--- src/hcc_pkg.sv ---
// Shared types and constants of the heat-map cell colouriser.
// No dependencies; imported by every module of the block.
package hcc_pkg;

    localparam int HCC_VALUE_BITS      = 32;
    localparam int HCC_RATIO_FRAC_BITS = 16;
    localparam int CFG_DATA_BITS       = 32;
    localparam int CFG_ADDR_BITS       = 2;
    localparam int NUM_SEGS            = 5;
    localparam int NUM_STOPS           = NUM_SEGS + 1;
    localparam int RECIP_SHIFT         = 14;

    localparam logic [CFG_ADDR_BITS-1:0] REG_RANGE_MIN = 2'd0;
    localparam logic [CFG_ADDR_BITS-1:0] REG_RANGE_MAX = 2'd1;

    // stop positions in twentieths of the full range, per segment
    localparam logic [4:0] SEG_LEFT  [0:NUM_SEGS-1] = '{5'd0, 5'd5, 5'd10, 5'd15, 5'd18};
    localparam logic [4:0] SEG_RIGHT [0:NUM_SEGS-1] = '{5'd5, 5'd10, 5'd15, 5'd18, 5'd20};
    localparam logic [2:0] SEG_SPAN  [0:NUM_SEGS-1] = '{3'd5, 3'd5, 3'd5, 3'd3, 3'd2};
    // ceil(2^RECIP_SHIFT / span): exact quotient for numerators up to 255 * span
    localparam logic [13:0] SEG_RECIP [0:NUM_SEGS-1] =
        '{14'd3277, 14'd3277, 14'd3277, 14'd5462, 14'd8192};

    localparam logic [7:0] STOP_RGB [0:NUM_STOPS-1][0:2] = '{
        '{8'h8a, 8'ha8, 8'hff},
        '{8'h9d, 8'hd9, 8'hff},
        '{8'h9a, 8'hf0, 8'ha0},
        '{8'he4, 8'hee, 8'h8e},
        '{8'hf3, 8'hb0, 8'h7b},
        '{8'he5, 8'h8e, 8'h8e}
    };

    localparam logic [17:0] LUM_COEF_R = 18'd299;
    localparam logic [17:0] LUM_COEF_G = 18'd587;
    localparam logic [17:0] LUM_COEF_B = 18'd114;
    localparam logic [17:0] LUM_LIMIT  = 18'd120000;

    typedef enum logic [1:0] {
        RM_DIV,
        RM_HALF,
        RM_ZERO,
        RM_ONE
    } t_ratio_mode;

    typedef struct packed {
        logic vld;
        logic numeric;
    } t_tag;

endpackage

--- src/hcc_ratio.sv ---
// Range compare and pipelined restoring divider giving the normalised ratio.
// Depends on hcc_pkg.
module hcc_ratio import hcc_pkg::*; #(
    parameter int VALUE_BITS      = HCC_VALUE_BITS,
    parameter int RATIO_FRAC_BITS = HCC_RATIO_FRAC_BITS
) (
    input  logic                       i_clk,
    input  logic                       i_rst_n,
    input  t_tag                       i_tag,
    input  logic [VALUE_BITS-1:0]      i_cell_value,
    input  logic [CFG_DATA_BITS-1:0]   i_range_min,
    input  logic [CFG_DATA_BITS-1:0]   i_range_max,
    output t_tag                       o_tag,
    output logic [RATIO_FRAC_BITS:0]   o_ratio
);

    localparam int VB       = VALUE_BITS;
    localparam int F        = RATIO_FRAC_BITS;
    localparam int STEPS    = F + 1;
    localparam int EXT_BITS = (VB > CFG_DATA_BITS) ? VB : CFG_DATA_BITS;

    logic [EXT_BITS-1:0] lo_ext, hi_ext;
    logic signed [VB:0]  lo_s, hi_s, v_s, num_s, den_s;
    t_ratio_mode         front_mode;

    always_comb begin
        lo_ext = EXT_BITS'(i_range_min);
        hi_ext = EXT_BITS'(i_range_max);
        lo_s   = $signed({lo_ext[VB-1], lo_ext[VB-1:0]});
        hi_s   = $signed({hi_ext[VB-1], hi_ext[VB-1:0]});
        v_s    = $signed({i_cell_value[VB-1], i_cell_value});
        num_s  = v_s - lo_s;
        den_s  = hi_s - lo_s;
        if (hi_s <= lo_s) begin
            front_mode = RM_HALF;
        end else if (v_s <= lo_s) begin
            front_mode = RM_ZERO;
        end else if (v_s >= hi_s) begin
            front_mode = RM_ONE;
        end else begin
            front_mode = RM_DIV;
        end
    end

    t_tag          r_tag  [0:STEPS];
    t_ratio_mode   r_mode [0:STEPS];
    logic [VB-1:0] r_den  [0:STEPS];
    logic [VB-1:0] r_rem  [0:STEPS];
    logic [F:0]    r_q    [0:STEPS];

    logic [VB:0]   n_sh   [1:STEPS];
    logic          n_ge   [1:STEPS];
    logic [VB-1:0] n_rem  [1:STEPS];
    logic [F:0]    n_q    [1:STEPS];

    // one quotient bit per stage
    always_comb begin
        for (int s = 1; s <= STEPS; s++) begin
            n_sh[s]  = {r_rem[s-1], 1'b0};
            n_ge[s]  = n_sh[s] >= {1'b0, r_den[s-1]};
            n_rem[s] = n_ge[s] ? VB'(n_sh[s] - {1'b0, r_den[s-1]}) : n_sh[s][VB-1:0];
            n_q[s]   = {r_q[s-1][F-1:0], n_ge[s]};
        end
    end

    always_ff @(posedge i_clk) begin
        if (!i_rst_n) begin
            for (int s = 0; s <= STEPS; s++) begin
                r_tag[s] <= '0;
            end
        end else begin
            r_tag[0] <= i_tag;
            for (int s = 1; s <= STEPS; s++) begin
                r_tag[s] <= r_tag[s-1];
            end
        end
    end

    always_ff @(posedge i_clk) begin
        r_mode[0] <= front_mode;
        r_den[0]  <= den_s[VB-1:0];
        r_rem[0]  <= num_s[VB-1:0];
        r_q[0]    <= '0;
        for (int s = 1; s <= STEPS; s++) begin
            r_mode[s] <= r_mode[s-1];
            r_den[s]  <= r_den[s-1];
            r_rem[s]  <= n_rem[s];
            r_q[s]    <= n_q[s];
        end
    end

    // round to nearest, ties up, from one extra quotient bit
    logic [F+1:0] q_rnd;
    logic [F:0]   n_ratio;

    always_comb begin
        q_rnd = {1'b0, r_q[STEPS]} + (F+2)'(1);
        case (r_mode[STEPS])
            RM_HALF: n_ratio = (F+1)'(1) << (F - 1);
            RM_ZERO: n_ratio = '0;
            RM_ONE:  n_ratio = (F+1)'(1) << F;
            RM_DIV:  n_ratio = q_rnd[F+1:1];
            default: n_ratio = '0;
        endcase
    end

    t_tag       r_out_tag;
    logic [F:0] r_ratio;

    always_ff @(posedge i_clk) begin
        if (!i_rst_n) begin
            r_out_tag <= '0;
        end else begin
            r_out_tag <= r_tag[STEPS];
        end
    end

    always_ff @(posedge i_clk) begin
        r_ratio <= n_ratio;
    end

    assign o_tag   = r_out_tag;
    assign o_ratio = r_ratio;

endmodule

--- config.mk ---
export PLATFORM = sky130hd
export DESIGN_NAME = hcc_ratio
export DESIGN_NICKNAME = d
export VERILOG_FILES = /design/src/hcc_pkg.sv /design/src/hcc_ratio.sv
export SDC_FILE = /design/constraint.sdc
export NUM_CORES = 2
export LEC_CHECK = 0
export BUFFER_PORTS_ARGS = -buffer_cell sky130_fd_sc_hd__buf_2
export CAP_MARGIN = 15
export CORE_AREA = 5 5 388 390
export DETAILED_ROUTE_END_ITERATION = 10
export DIE_AREA = 0 0 393 395
export PLACE_DENSITY_LB_ADDON = 0.1
export SLEW_MARGIN = 15
export SYNTH_ARGS = -nofsm -noshare
export SYNTH_HDL_FRONTEND = slang
export SYNTH_SLANG_ARGS = --single-unit
--- constraint.sdc ---
create_clock -name i_clk -period 4.1 [get_ports i_clk]
set_input_delay 0.615 -clock i_clk [delete_from_list [all_inputs] [get_ports i_clk]]
set_output_delay 0.615 -clock i_clk [all_outputs]
set_load 0.02 [all_outputs]
---- Yosys cells after proc, flatten, opt, wreduce, memory -nomap -nowiden ----
Memories as Yosys holds them, arrays and structs flattened. A register that Yosys moved wholly into a read port is not among the register bits.
Index checks and enable logic that the tools add are counted.
storage, ports and cells
  memories ................................ 5
  register bits after elaboration ......... 17
  output and inout port bits .............. 19
  input port bits ......................... 100
  logic and storage cells ................. 110
  RAM bits ................................ 1530
operators by class
  add/sub/neg operators ................... 20
  multiplexer cells ....................... 41
  bitwise gates (word level) .............. 18
  reductions and logical operators ........ 2
  magnitude comparators ................... 20
  equality and inequality tests ........... 3
memory list
  name    depth  width  read ports  clocked after memory_dff  write ports  RTL line         RTL
  r_den   18     32     17          0                         18           hcc_ratio.sv:47  logic [VB-1:0] r_den [0:STEPS];
  r_rem   18     32     17          0                         18           hcc_ratio.sv:48  logic [VB-1:0] r_rem [0:STEPS];
  r_q     18     17     18          0                         18           hcc_ratio.sv:49  logic [F:0] r_q [0:STEPS];
  r_mode  18     2      18          0                         18           hcc_ratio.sv:46  t_ratio_mode r_mode [0:STEPS];
  r_tag   18     2      18          1                         18           hcc_ratio.sv:45  t_tag r_tag [0:STEPS];
operators by type and width
  cell                   number
  $sub 32x32->32         19
  $ge 33x32->1           17
  $mux 32                17
  $pmux 17 s4            1
  $le 32x32->1           2
  $mux 2                 21
  $ge 32x32->1           1
  $add 17x1->18 const B  1
  $or 1x1->1             18
  $eq 2x2->1 const B     2
  $eq 2x1->1 const B     1
  $logic_not 2->1        1
  $mux 1                 2
  $logic_not 1->1        1

---- Logic depth before layout (Yosys ltp) ----
  depth after elaboration ................. 4
  depth in mapped cells ................... 15
  mapped depth without buffers ............ 13

---- Worst setup path before layout ----
No wires, ideal clock.
  kind .................................... in2reg
  start ................................... input port i_range_min[8]
  end ..................................... memory r_rem[0][25] (netlist bit)
  arrival time ............................ 2.981 ns
  stages .................................. 12
  library setup time ...................... 0.072 ns
  path slack .............................. 1.047 ns
  path buffers ............................ 0
  data required time ...................... 4.028 ns
  cells stage by stage .................... inv_1 ha_1 a21o_1 a21o_1 a21o_1 o311ai_2 a311oi_1 a221o_1 a31o_1 a31o_1 a21oi_1 xnor2_1
RTL lines
  what         RTL line         RTL
  from (decl)  hcc_ratio.sv:11  input logic [CFG_DATA_BITS-1:0] i_range_min,
  to (decl)    hcc_ratio.sv:48

==> results_dict.tcl <==
set metrics [dict create \
    cap_violations 0 \
    min_path_type "in -> reg" \
    hold_viol 0 \
    synth-edff-count 0 \
    worstPathArrival_ns 4.25 \
    seq_area_sq_um 26700 \
    core_area_sq_um 147000 \
    cts_max_level 4 \
    grt_pass1_wl_um 255000 \
    synth_commonest_cells "dfxtp_1, inv_1, ha_1" \
    fin_cells 9180 \
    final_antenna_net_count 0 \
    timing.rr.start "r_den[0][1]$_DFF_P_" \
    post-dp-hpwl_um 128000 \
    hold_buffers 2 \
    cts_resized 0 \
    post-cts-setup-buffers 0 \
    use_met1_pct 25.6 \
    end_kind "register" \
    report.final.slew_viol_count 0 \
    vias 48200 \
    antenna_found_initial 2 \
    dieArea_sq_um 155000 \
    multiInputGateArea_sq_um 35400 \
    relSlewSlack_pct 33.7 \
    reg2reg_slack_ns 0.48 \
    drc 0 \
    avgSynthCellArea_sq_um 9.44 \
    dp.cells 8909 \
    fillers 13800 \
    ys_types 102 \
    post-route-cell-area_sq_um 73700 \
    grt_max_degree 56 \
    finalSetupTns_ns 0 \
    synthCells 6946 \
    cts_root_buf "clkbuf_16" \
    first_pass_iters 6 \
    synth_top_area_share_pct 40.7 \
    grt-ovfl-total 0 \
    setup_violations 0 \
    die_y_um 395 \
    worstSkewPairLatency_ns 0.76 \
    cp_max_fo 33 \
    clk_pin_slew_worst_paths_ns 0.06 \
    rows 141 \
    finish.utilization_pct 50.2 \
    grt_use_total_pct 20.3 \
    rr_endpoint "r_rem[1][13]$_DFF_P_" \
    post-route-period-util_pct 88.2 \
    min_from "i_range_min[0]" \
    ys_seq_area_share_pct 40.7 \
    area_delta_synth_final_pct 12.4 \
    yosysWarnings 0 \
    cts_buffer_depth 3 \
    drt-total-wl_um 160000 \
    async_reset_ff_share_pct 0 \
    ys_top_cells_by_area "dfxtp_1, ha_1, mux2_2, xnor2_1, inv_1" \
    fin_crit_ns 3.62 \
    cp.required_ns 4.73 \
    fin_nets 7889 \
    synth_flop_cell "dfxtp_1" \
    use_met2_pct 36.0 \
    drive_gt1_share_pct 10.7 \
    start_util_pct 44.7 \
    die_x_um 393 \
    hold_depth 3 \
    cp-start-kind "register" \
    io_pins 119 \
    antenna_cells 0 \
    cts_tree "done" \
    skew_ns 0.0381 \
    worst_pin_slew_ns 0.985 \
    dpl_cell_area_sq_um 68400 \
    clock.fmax_mhz 276 \
    synth_top_area_cell "dfxtp_1" \
    busiest_layer "met2" \
    status "complete, no violations" \
    hold_end "r_rem[0][0]$_DFF_P_" \
    drt-initial-drc-count 2809 \
    gp_congestion 0.863 \
    avgViaCountPerCell 5.25 \
    synth_nets 7704 \
    wl_per_cell_um 17.5 \
    ys_ff_latch 1332 \
    synth_area_sq_um 65600 \
    use_met3_pct 2.67 \
    io_buffers 118 \
    cts_buffers 148 \
    grt_pass1_vias 47100 \
    rsz0062_at_grt "no" \
    yosysMostFrequentCell "dfxtp_1" \
    clock-sinks 1332 \
    crit_type "reg -> reg" \
    rr_worst_depth 13 \
]
## flip-flops by register name, indices dropped and copies added, names as in the netlist
| name | count |
|---|---|
| o_ratio | 17 |
| o_tag | 2 |
| r_den | 544 |
| r_mode | 36 |
| r_q | 153 |
| r_rem | 544 |
| r_tag | 36 |
## layout make-up
type | instances | share of cell area [%]
flip-flops and latches | 1332 | 36.2
multi-input cells | 4735 | 48.0
clock inverters | 69 | 1.54
well taps | 1930 | 3.28
clock buffers | 200 | 5.65
repair buffers | 164 | 1.50
inverters | 750 | 3.82
## through the flow
stage	hold slack (ns)	worst slack (ns)
after floorplan	0.310	1.05
after global placement	0.310	0.455
after detailed placement	0.312	0.452
after CTS	0.137	0.481
after global routing	0.174	0.181
final	0.191	0.483
## metal layers
| layer | share of wire (%) | up-vias |
|---|---|---|
| met5 | 0 | - |
| met4 | 2.7 | 0 |
| met3 | 3.4 | 245 |
| met2 | 49 | 825 |
| met1 | 45 | 22600 |
| li1 | - | 24500 |
## cell families (layout without fill, tap and decap cells)
| logic type | after synthesis | after routing | synth area share, % |
|---|---|---|---|
| AND/OR/NAND/NOR | 1467 | 1467 | 11.0 |
| flip-flops | 1332 | 1332 | 40.7 |
| adder cells (fa/ha/maj) | 658 | 658 | 12.8 |
| AO/OA/AOI/OAI | 1784 | 1784 | 17.7 |
| XOR/XNOR | 495 | 495 | 6.61 |
| buffers and inverters | 879 | 1183 | 5.40 |
| multiplexers | 331 | 331 | 5.83 |
## layout by cell type, fill, tap and decap left out, types with 31 or more instances in the layout
master     netlist  layout
o21ai_0        313     313
and2_1          67      67
a21o_1         315     315
nand4_1         84      84
xnor2_1        321     321
o21a_1          91      91
buf_4           11      31
clkbuf_16        0     149
o31ai_1         41      41
a21oi_1        557     557
dfxtp_1       1332    1332
ha_1           640     640
nor3_1          75      75
nand2_1        332     332
nor2b_1        100     100
inv_1          748     748
o21bai_1        73      73
and3_1          58      58
a31oi_1         66      65
xor2_1         174     174
mux2_2         257     257
nor2_1         426     426
nand3_1        113     113
buf_2           28     118
a211oi_1        44      44
nand2b_1        87      87
## how the worst max path moves through the flow
stage | startpoint | endpoint | slack (ns) | cells after the start
final | r_den[0][1]$_DFF_P_ | r_rem[1][13]$_DFF_P_ | 0.48 | 13
after floorplan | i_range_min[8] | r_rem[0][25]$_DFF_P_ | 1.05 | 12
after global placement | i_range_min[1] | r_den[0][31]$_DFF_P_ | 0.46 | 13
after detailed placement | i_range_min[1] | r_den[0][31]$_DFF_P_ | 0.45 | 13
after CTS | r_den[9][1]$_DFF_P_ | r_rem[10][4]$_DFF_P_ | 0.48 | 12
after global routing | r_den[0][1]$_DFF_P_ | r_rem[1][13]$_DFF_P_ | 0.18 | 13
## worst max-delay path, cell delays in order (launching register included)
cell	delay, ns
dfxtp_1	0.37
inv_1	0.06
ha_1	0.28
nor2b_1	0.14
o21a_1	0.18
o21ai_0	0.23
a21oi_1	0.20
o211ai_1	0.50
o21ai_1	0.25
nand3_1	0.13
a21oi_1	0.10
nor4b_4	0.23
buf_4	0.42
mux2_2	0.39
Power is not shown: default switching activity piles up to over one toggle a cycle in this logic, so the estimate is an artifact.
