--- src/hcc_pkg.sv ---
// Shared types and constants of the heat-map cell colouriser.
// No dependencies; imported by every module of the block.
package hcc_pkg;

    localparam int HCC_VALUE_BITS      = 32;
    localparam int HCC_RATIO_FRAC_BITS = 16;
    localparam int CFG_DATA_BITS       = 32;
    localparam int CFG_ADDR_BITS       = 2;
    localparam int NUM_SEGS            = 5;
    localparam int NUM_STOPS           = NUM_SEGS + 1;
    localparam int RECIP_SHIFT         = 14;

    localparam logic [CFG_ADDR_BITS-1:0] REG_RANGE_MIN = 2'd0;
    localparam logic [CFG_ADDR_BITS-1:0] REG_RANGE_MAX = 2'd1;

    // stop positions in twentieths of the full range, per segment
    localparam logic [4:0] SEG_LEFT  [0:NUM_SEGS-1] = '{5'd0, 5'd5, 5'd10, 5'd15, 5'd18};
    localparam logic [4:0] SEG_RIGHT [0:NUM_SEGS-1] = '{5'd5, 5'd10, 5'd15, 5'd18, 5'd20};
    localparam logic [2:0] SEG_SPAN  [0:NUM_SEGS-1] = '{3'd5, 3'd5, 3'd5, 3'd3, 3'd2};
    // ceil(2^RECIP_SHIFT / span): exact quotient for numerators up to 255 * span
    localparam logic [13:0] SEG_RECIP [0:NUM_SEGS-1] =
        '{14'd3277, 14'd3277, 14'd3277, 14'd5462, 14'd8192};

    localparam logic [7:0] STOP_RGB [0:NUM_STOPS-1][0:2] = '{
        '{8'h8a, 8'ha8, 8'hff},
        '{8'h9d, 8'hd9, 8'hff},
        '{8'h9a, 8'hf0, 8'ha0},
        '{8'he4, 8'hee, 8'h8e},
        '{8'hf3, 8'hb0, 8'h7b},
        '{8'he5, 8'h8e, 8'h8e}
    };

    localparam logic [17:0] LUM_COEF_R = 18'd299;
    localparam logic [17:0] LUM_COEF_G = 18'd587;
    localparam logic [17:0] LUM_COEF_B = 18'd114;
    localparam logic [17:0] LUM_LIMIT  = 18'd120000;

    typedef enum logic [1:0] {
        RM_DIV,
        RM_HALF,
        RM_ZERO,
        RM_ONE
    } t_ratio_mode;

    typedef struct packed {
        logic vld;
        logic numeric;
    } t_tag;

endpackage

--- src/hcc_grad.sv ---
// Six-stop gradient interpolation with half-even rounding and text contrast pick.
// Depends on hcc_pkg.
module hcc_grad import hcc_pkg::*; #(
    parameter int RATIO_FRAC_BITS = HCC_RATIO_FRAC_BITS
) (
    input  logic                     i_clk,
    input  logic                     i_rst_n,
    input  t_tag                     i_tag,
    input  logic [RATIO_FRAC_BITS:0] i_ratio,
    output logic                     o_valid,
    output logic [7:0]               o_red,
    output logic [7:0]               o_green,
    output logic [7:0]               o_blue,
    output logic                     o_text_white
);

    localparam int F = RATIO_FRAC_BITS;

    t_tag r_tag1, r_tag2, r_tag3, r_tag4, r_tag5, r_tag6;

    always_ff @(posedge i_clk) begin
        if (!i_rst_n) begin
            r_tag1 <= '0;
            r_tag2 <= '0;
            r_tag3 <= '0;
            r_tag4 <= '0;
            r_tag5 <= '0;
            r_tag6 <= '0;
        end else begin
            r_tag1 <= i_tag;
            r_tag2 <= r_tag1;
            r_tag3 <= r_tag2;
            r_tag4 <= r_tag3;
            r_tag5 <= r_tag4;
            r_tag6 <= r_tag5;
        end
    end

    // stage 1: segment search and offset into the segment
    logic [F+4:0] r20;
    logic [F+4:0] left_pos;
    logic [2:0]   n_seg1;

    always_comb begin
        r20    = (F+5)'({i_ratio, 4'b0}) + (F+5)'({i_ratio, 2'b0});
        n_seg1 = 3'(NUM_SEGS - 1);
        for (int s = NUM_SEGS - 2; s >= 0; s--) begin
            if (r20 <= {SEG_RIGHT[s], {F{1'b0}}}) begin
                n_seg1 = 3'(s);
            end
        end
        left_pos = {SEG_LEFT[n_seg1], {F{1'b0}}};
    end

    logic [2:0]   r_seg1;
    logic [F+2:0] r_off1;

    always_ff @(posedge i_clk) begin
        r_seg1 <= n_seg1;
        r_off1 <= (F+3)'(r20 - left_pos);
    end

    // stage 2: colour step times offset, left colour times span
    logic signed [8:0]    delta [0:2];
    logic signed [F+3:0]  off_s;
    logic signed [F+12:0] n_prod [0:2];
    logic [10:0]          n_lk   [0:2];

    always_comb begin
        off_s = $signed({1'b0, r_off1});
        for (int c = 0; c < 3; c++) begin
            delta[c]  = $signed({1'b0, STOP_RGB[r_seg1 + 3'd1][c]})
                      - $signed({1'b0, STOP_RGB[r_seg1][c]});
            n_prod[c] = delta[c] * off_s;
            n_lk[c]   = 11'(STOP_RGB[r_seg1][c]) * 11'(SEG_SPAN[r_seg1]);
        end
    end

    logic [2:0]           r_seg2;
    logic signed [F+12:0] r_prod2 [0:2];
    logic [10:0]          r_lk2   [0:2];

    always_ff @(posedge i_clk) begin
        r_seg2 <= r_seg1;
        for (int c = 0; c < 3; c++) begin
            r_prod2[c] <= n_prod[c];
            r_lk2[c]   <= n_lk[c];
        end
    end

    // stage 3: numerator over 2^F split into integer part and low bits
    logic signed [12:0] tsum [0:2];

    always_comb begin
        for (int c = 0; c < 3; c++) begin
            tsum[c] = $signed({2'b0, r_lk2[c]}) + $signed(r_prod2[c][F+12:F]);
        end
    end

    logic [2:0]   r_seg3;
    logic [10:0]  r_thi3 [0:2];
    logic [F-1:0] r_low3 [0:2];

    always_ff @(posedge i_clk) begin
        r_seg3 <= r_seg2;
        for (int c = 0; c < 3; c++) begin
            r_thi3[c] <= tsum[c][10:0];
            r_low3[c] <= r_prod2[c][F-1:0];
        end
    end

    // stage 4: divide the integer part by the span via reciprocal
    logic [24:0] recip_prod [0:2];

    always_comb begin
        for (int c = 0; c < 3; c++) begin
            recip_prod[c] = 25'(r_thi3[c]) * 25'(SEG_RECIP[r_seg3]);
        end
    end

    logic [2:0]   r_seg4;
    logic [10:0]  r_thi4 [0:2];
    logic [F-1:0] r_low4 [0:2];
    logic [7:0]   r_q4   [0:2];

    always_ff @(posedge i_clk) begin
        r_seg4 <= r_seg3;
        for (int c = 0; c < 3; c++) begin
            r_thi4[c] <= r_thi3[c];
            r_low4[c] <= r_low3[c];
            r_q4[c]   <= recip_prod[c][RECIP_SHIFT+7:RECIP_SHIFT];
        end
    end

    // stage 5: remainder against half the segment width, ties to even
    logic [10:0]  rem_hi [0:2];
    logic [F+3:0] rem2   [0:2];
    logic [F+3:0] seg_w;
    logic         rnd_up [0:2];
    logic [7:0]   n_chan [0:2];

    always_comb begin
        seg_w = (F+4)'({SEG_SPAN[r_seg4], {F{1'b0}}});
        for (int c = 0; c < 3; c++) begin
            rem_hi[c] = r_thi4[c] - 11'(r_q4[c]) * 11'(SEG_SPAN[r_seg4]);
            rem2[c]   = {rem_hi[c][2:0], r_low4[c], 1'b0};
            rnd_up[c] = (rem2[c] > seg_w) || ((rem2[c] == seg_w) && r_q4[c][0]);
            n_chan[c] = r_q4[c] + 8'(rnd_up[c]);
        end
    end

    logic [7:0] r_chan5 [0:2];

    always_ff @(posedge i_clk) begin
        for (int c = 0; c < 3; c++) begin
            r_chan5[c] <= n_chan[c];
        end
    end

    // stage 6: luminance and text-cell override
    logic [17:0] lum;

    always_comb begin
        lum = 18'(r_chan5[0]) * LUM_COEF_R
            + 18'(r_chan5[1]) * LUM_COEF_G
            + 18'(r_chan5[2]) * LUM_COEF_B;
    end

    logic [7:0] r_red, r_green, r_blue;
    logic       r_text_white;

    always_ff @(posedge i_clk) begin
        if (r_tag5.numeric) begin
            r_red        <= r_chan5[0];
            r_green      <= r_chan5[1];
            r_blue       <= r_chan5[2];
            r_text_white <= lum < LUM_LIMIT;
        end else begin
            r_red        <= 8'hff;
            r_green      <= 8'hff;
            r_blue       <= 8'hff;
            r_text_white <= 1'b0;
        end
    end

    assign o_valid      = r_tag6.vld;
    assign o_red        = r_red;
    assign o_green      = r_green;
    assign o_blue       = r_blue;
    assign o_text_white = r_text_white;

endmodule
--- config.mk ---
export PLATFORM = sky130hd
export DESIGN_NAME = hcc_grad
export DESIGN_NICKNAME = d
export VERILOG_FILES = /design/src/hcc_pkg.sv /design/src/hcc_grad.sv
export SDC_FILE = /design/constraint.sdc
export NUM_CORES = 2
export LEC_CHECK = 0
export ABC_AREA = 1
export ABC_CLOCK_PERIOD_IN_PS = 9000
export BUFFER_PORTS_ARGS = -buffer_cell sky130_fd_sc_hd__buf_2
export CORE_UTILIZATION = 66
export CTS_BUF_LIST = sky130_fd_sc_hd__clkbuf_16
export DETAILED_ROUTE_END_ITERATION = 10
export PLACE_DENSITY = 0.79
export SLEW_MARGIN = 40
export SYNTH_ARGS = -nofsm -noshare
export SYNTH_HDL_FRONTEND = slang
export SYNTH_SLANG_ARGS = --single-unit
--- constraint.sdc ---
create_clock -name i_clk -period 9 [get_ports i_clk]
set_clock_uncertainty 0.1 [all_clocks]
set_input_delay 2.7 -clock i_clk [delete_from_list [all_inputs] [get_ports i_clk]]
set_output_delay 2.7 -clock i_clk [all_outputs]
set_load 0.01 [all_outputs]
Word-level counts from Yosys, hierarchy flattened
Memory sizes are Yosys's and may differ from the RTL's.
Index checks and enable logic that the tools add are counted.
Widths: inputs -> output; s select.
{ "word_totals": {"latchBits": 0, "ram_bits": 330, "output_inout_bits": 26, "wordCells": 109, "mem_bits_ro": 584, "register_bits": 67, "mem_count": 14, "input_bits": 21} }
{ "mem_list": {"columns": ["name", "words", "word_bits", "read_ports", "rd_clocked_by_memory_dff", "wr", "line", "text"], "rows": [
  ["(name not given)", 8, 24, 1, 0, 0, "hcc_grad.sv:75", "n_lk[c] = 11'(STOP_RGB[r_seg1][c]) * 11'(SEG_SPAN[r_seg1]);"],
  ["(name not given)", 8, 24, 1, 0, 0, "hcc_grad.sv:72", "delta[c] = $signed({1'b0, STOP_RGB[r_seg1 + 3'd1][c]})"],
  ["(name not given)", 8, 14, 1, 0, 0, "hcc_grad.sv:117", "recip_prod[c] = 25'(r_thi3[c]) * 25'(SEG_RECIP[r_seg3]);"],
  ["r_prod2", 3, 29, 3, 0, 3, "hcc_grad.sv:80", "logic signed [F+12:0] r_prod2 [0:2];"],
  ["r_low3", 3, 16, 3, 0, 3, "hcc_grad.sv:102", "logic [F-1:0] r_low3 [0:2];"],
  ["r_low4", 3, 16, 3, 0, 3, "hcc_grad.sv:123", "logic [F-1:0] r_low4 [0:2];"],
  ["+8 memories", null, null, null, null, null, null, null]
]} }
{ "op_classes": {"n_reduce_logical": 6, "n_div": 0, "addsub": 17, "n_bitwise": 5, "muxes": 16, "shifts": 0, "eq_ne": 3, "mul": 15, "order_cmp": 13} }
{ "ops": {"columns": ["operator", "count"], "rows": [
  ["$mux 24", 4],
  ["$mul 9x20->29", 3],
  ["$mul 11x14->22", 3],
  ["$gt 20x19->1", 3],
  ["$eq 19x18->1", 3],
  ["$le 21x20->1 const B", 2],
  ["$add 11x11->11", 3],
  ["$mul 8x3->11", 3],
  ["$mux 3", 10],
  ["$mux 14", 2],
  ["$sub 8x8->9", 3],
  ["$add 8x1->8", 3],
  ["$mul 8x3->3", 3],
  ["$add 21x19->21", 1],
  ["$le 21x19->1 const B", 1],
  ["$le 21x21->1 const B", 1],
  ["$ge 4x4->1 const B", 5],
  ["$not 3->4", 5],
  ["$sub 19x19->19", 1],
  ["$add 17x18->18", 1],
  ["$add 18x15->18", 1],
  ["$lt 18x17->1 const B", 1],
  ["$mul 8x10->18 const B", 1],
  ["$mul 8x9->17 const B", 1],
  ["other kinds (5)", 11]
]} }

Depth between registers and ports, before layout
{ "depth": {"ltp_word": 11, "depth_mapped": 36} }

Worst setup path before layout
No wires, ideal clock.
{ "synth_timing": {"kind": "register to register", "start": "reg r_seg1[1]", "end": "mem r_prod2[0][81] (netlist name)", "setup_time_ns": 0.127, "stages_incl_launch_ff": 29, "period_less_slack_ns": 6.854, "path_buffers": 1, "arrival_time_ns": 6.627, "slack_ns": 2.146, "required_time_ns": 8.773, "path_cell_list": "dfxtp_1 -> ha_1 -> inv_1 -> ha_1 -> nand2_1 -> inv_1 -> a21oi_1 -> ha_1 -> fa_1 -> o31ai_1 -> xor2_1 -> buf_2 -> nor2_1 -> fa_1 -> inv_1 -> fa_1 -> inv_1 -> fa_1 -> fa_1 -> ha_1 -> ha_1 -> a21oi_1 -> o21ai_0 -> nand2_1 -> o211ai_1 -> a31o_2 -> a21oi_1 -> o21ai_0 -> xor2_1"} }
{ "synth_lines": {"columns": ["item", "line", "text"], "rows": [
  ["start, declared", "hcc_grad.sv:55", "logic [2:0] r_seg1;"],
  ["start signal, assigned", "hcc_grad.sv:59", "r_seg1 <= n_seg1;"],
  ["end, declared", "hcc_grad.sv:80", null]
]} }

==> impl_metrics.json <==
{
  "grt_pass1_vias": 30477,
  "fp.coreArea_sq_mm": 0.0606,
  "postCtsResizedCells": 0,
  "numPortBuffers": 46,
  "synth_seq_cells": 346,
  "grt_pass1_wl_microns": 152000,
  "vias": 29228,
  "wl_met1_microns": 36900,
  "grt.total_usage_pct": 30.8,
  "final_area_sq_mm": 0.0429,
  "nFillCells": 4576,
  "clk_latency_ns": 0.57,
  "htreeDepth": 2,
  "clockRootBuffer": "clkbuf_16",
  "initial_core_util_pct": 66.9,
  "netlist_top_cells_area": "fa_1 (32%), ha_1 (18%), dfxtp_1 (17%)",
  "postPlaceCellArea_sq_mm": 0.0416,
  "avgSynthCellArea_sq_um": 8.80,
  "ys_types": 46,
  "ys_seq_area_share_pct": 17.1,
  "relSlewSlack_pct": 34.7,
  "totalWireLength_microns": 93000,
  "yosysTopAreaCell": "fa_1",
  "required_ns": 9.33,
  "setup_viol_count_final": 0,
  "fin_nets": 5876,
  "cts_hold_buf": 0,
  "syn2layout_area_growth_pct": 5.73,
  "endpoint_kind": "flip-flop",
  "clkTransAtPathRegs_ns": 0.06,
  "drt-initial-drc-count": 1811,
  "cpMaxStageDelayCell": "ha_1",
  "cts_tree": "yes",
  "cts_inserted_buffers": 39,
  "ys.warnings.count": 0,
  "grt.overflow.total": 0,
  "drtPass1Iterations": 5,
  "dieArea_sq_mm": 0.0624,
  "period_share_pct": 91.7,
  "met3WireLength_microns": 6350,
  "wl_met2_microns": 45100,
  "hold_path_class": "reg2reg",
  "status": "complete, no violations",
  "hold_violations": 0,
  "die_h_microns": 250,
  "placement_rows": 90,
  "max_stage_delay_ns": 0.76,
  "synth_edf_count": 0,
  "grt_setup_unrepaired": "no",
  "die_w_microns": 250,
  "cts_setup_buffers": 0,
  "regArea_sq_mm": 0.00693,
  "critPathArrivalTime_ns": 8.59,
  "grt_max_degree": 42,
  "crit_fanout": 21,
  "synthArstFlopShare_pct": 0,
  "netlist_top_cells_count": "inv_1 (1131), fa_1 (642), nand2_1 (603), ha_1 (581), nor2_1 (446)",
  "crit_path_start_kind": "flip-flop",
  "routed.top_layer": "met5",
  "cap_violations": 0,
  "post-route-min-period_ns": 8.26,
  "clock-sinks": 346,
  "crit_type": "reg2reg",
  "fmax_mhz": 121,
  "gp_congestion": 0.956,
  "wl_per_cell_microns": 17.1,
  "design.portCount": 47,
  "synth_top_area_share_pct": 31.7,
  "hpwl_microns": 77300,
  "synthCells": 4610,
  "final_layout_size_suffix_gt1_share_pct": 3.95,
  "viasPerCell": 5.37,
  "tightest_slew_ns": 0.978,
  "drc": 0,
  "antenna_found_initial": 2,
  "ys.flop_type": "dfxtp_1",
  "ant_nets": 0,
  "netlist_area_sq_mm": 0.0406,
  "synth_nets": 5854,
  "yosys.cell_count.top_type": "inv_1",
  "drv_slew": 0,
  "max-clock-path-buffers": 3,
  "setup_tns_ns": 0,
  "multi_input_area_sq_mm": 0.0290
}
==> registers in the layout (all words and copies together), names as in the netlist, 2 cells and up <==
| name | count |
|---|---|
| o_blue | 8 |
| o_green | 8 |
| o_red | 8 |
| r_chan5 | 24 |
| r_lk2 | 32 |
| r_low3 | 42 |
| r_low4 | 42 |
| r_off1 | 17 |
| r_prod2 | 75 |
| r_q4 | 24 |
| r_seg1 | 3 |
| r_seg2 | 3 |
| r_seg3 | 3 |
| r_seg4 | 3 |
| r_tag1 | 2 |
| r_tag2 | 2 |
| r_tag3 | 2 |
| r_tag4 | 2 |
| r_tag5 | 2 |
| r_thi3 | 33 |
| r_thi4 | 9 |
==> critical path, delay by kind of cell, from the launching register on <==
kind	cells	cell delay (ns)
simple gates	6	0.89
fa+ha+maj	8	3.66
buf+inv	6	1.46
flops	1	0.53
compound gates	7	1.31
xor+xnor	1	0.15
==> kinds of logic (layout without fill, tap and decap cells) <==
group | after synthesis | after routing | share of synthesized area [%]
AO/OA/AOI/OAI | 354 | 354 | 4.85
XOR/XNOR | 217 | 217 | 4.69
adder cells (fa/ha/maj) | 1223 | 1223 | 49.6
buffers and inverters | 1232 | 1283 | 11.4
flip-flops | 346 | 346 | 17.1
other | 1 | 2 | 0.00925
AND/OR/NAND/NOR | 1237 | 1237 | 12.3
==> metrics by stage <==
stage	worst slack, ns	instances	utilization, %	hold WS, ns
floorplan	2.15	4610	-	0.210
global placement	1.27	5372	68.7	0.210
detailed placement	0.942	5373	68.7	0.212
CTS	0.924	5443	70.8	0.217
global route	0.330	5443	70.8	0.223
finish	0.743	5444	70.8	0.216
==> final timing paths <==
kind                                startpoint             end  slack (ns)  cells past startpoint
worst max-delay path                 r_seg1[2]  r_prod2[0][22]        0.74                     28
worst min-delay path            r_prod2[0][63]   r_low3[0][37]        0.22                      0
worst max register to register       r_seg1[2]  r_prod2[0][22]        0.74                     28
worst min register to register  r_prod2[0][63]   r_low3[0][37]        0.22                      0
==> placed cells by master (no fill, tap or decap), types with 17 or more instances in the layout <==
cell type / n
nor3_1: 23
nand2_2: 17
nand2_1: 603
xor2_1: 143
fa_1: 642
ha_1: 581
nand4_1: 20
nand3_1: 85
inv_1: 1134
dfxtp_1: 343
buf_2: 47
nor2_1: 446
buf_4: 24
clkbuf_16: 39
o21ai_0: 80
a21oi_1: 191
xnor2_1: 74
a21o_1: 20
==> metal layers <==
layer | global-route usage (%) | up-vias
li1 | - | 13918
met1 | 38.5 | 13957
met2 | 52.9 | 1077
met3 | 4.58 | 274
met4 | 13.7 | 2
met5 | 0 | -
==> final cells by class <==
cell class                      instances  share of cell area [%]
Antenna cell                            1                 0.00584
Clock buffer                           39                    2.28
Clock inverter                         31                   0.674
Inverter                             1142                    10.0
Multi-Input combinational cell       3032                    67.6
Sequential cell                       346                    16.2
Tap cell                              782                    2.28
Timing Repair Buffer                   71                   0.969
Power is not shown: default switching activity piles up to over one toggle a cycle in this logic, so the estimate is an artifact.
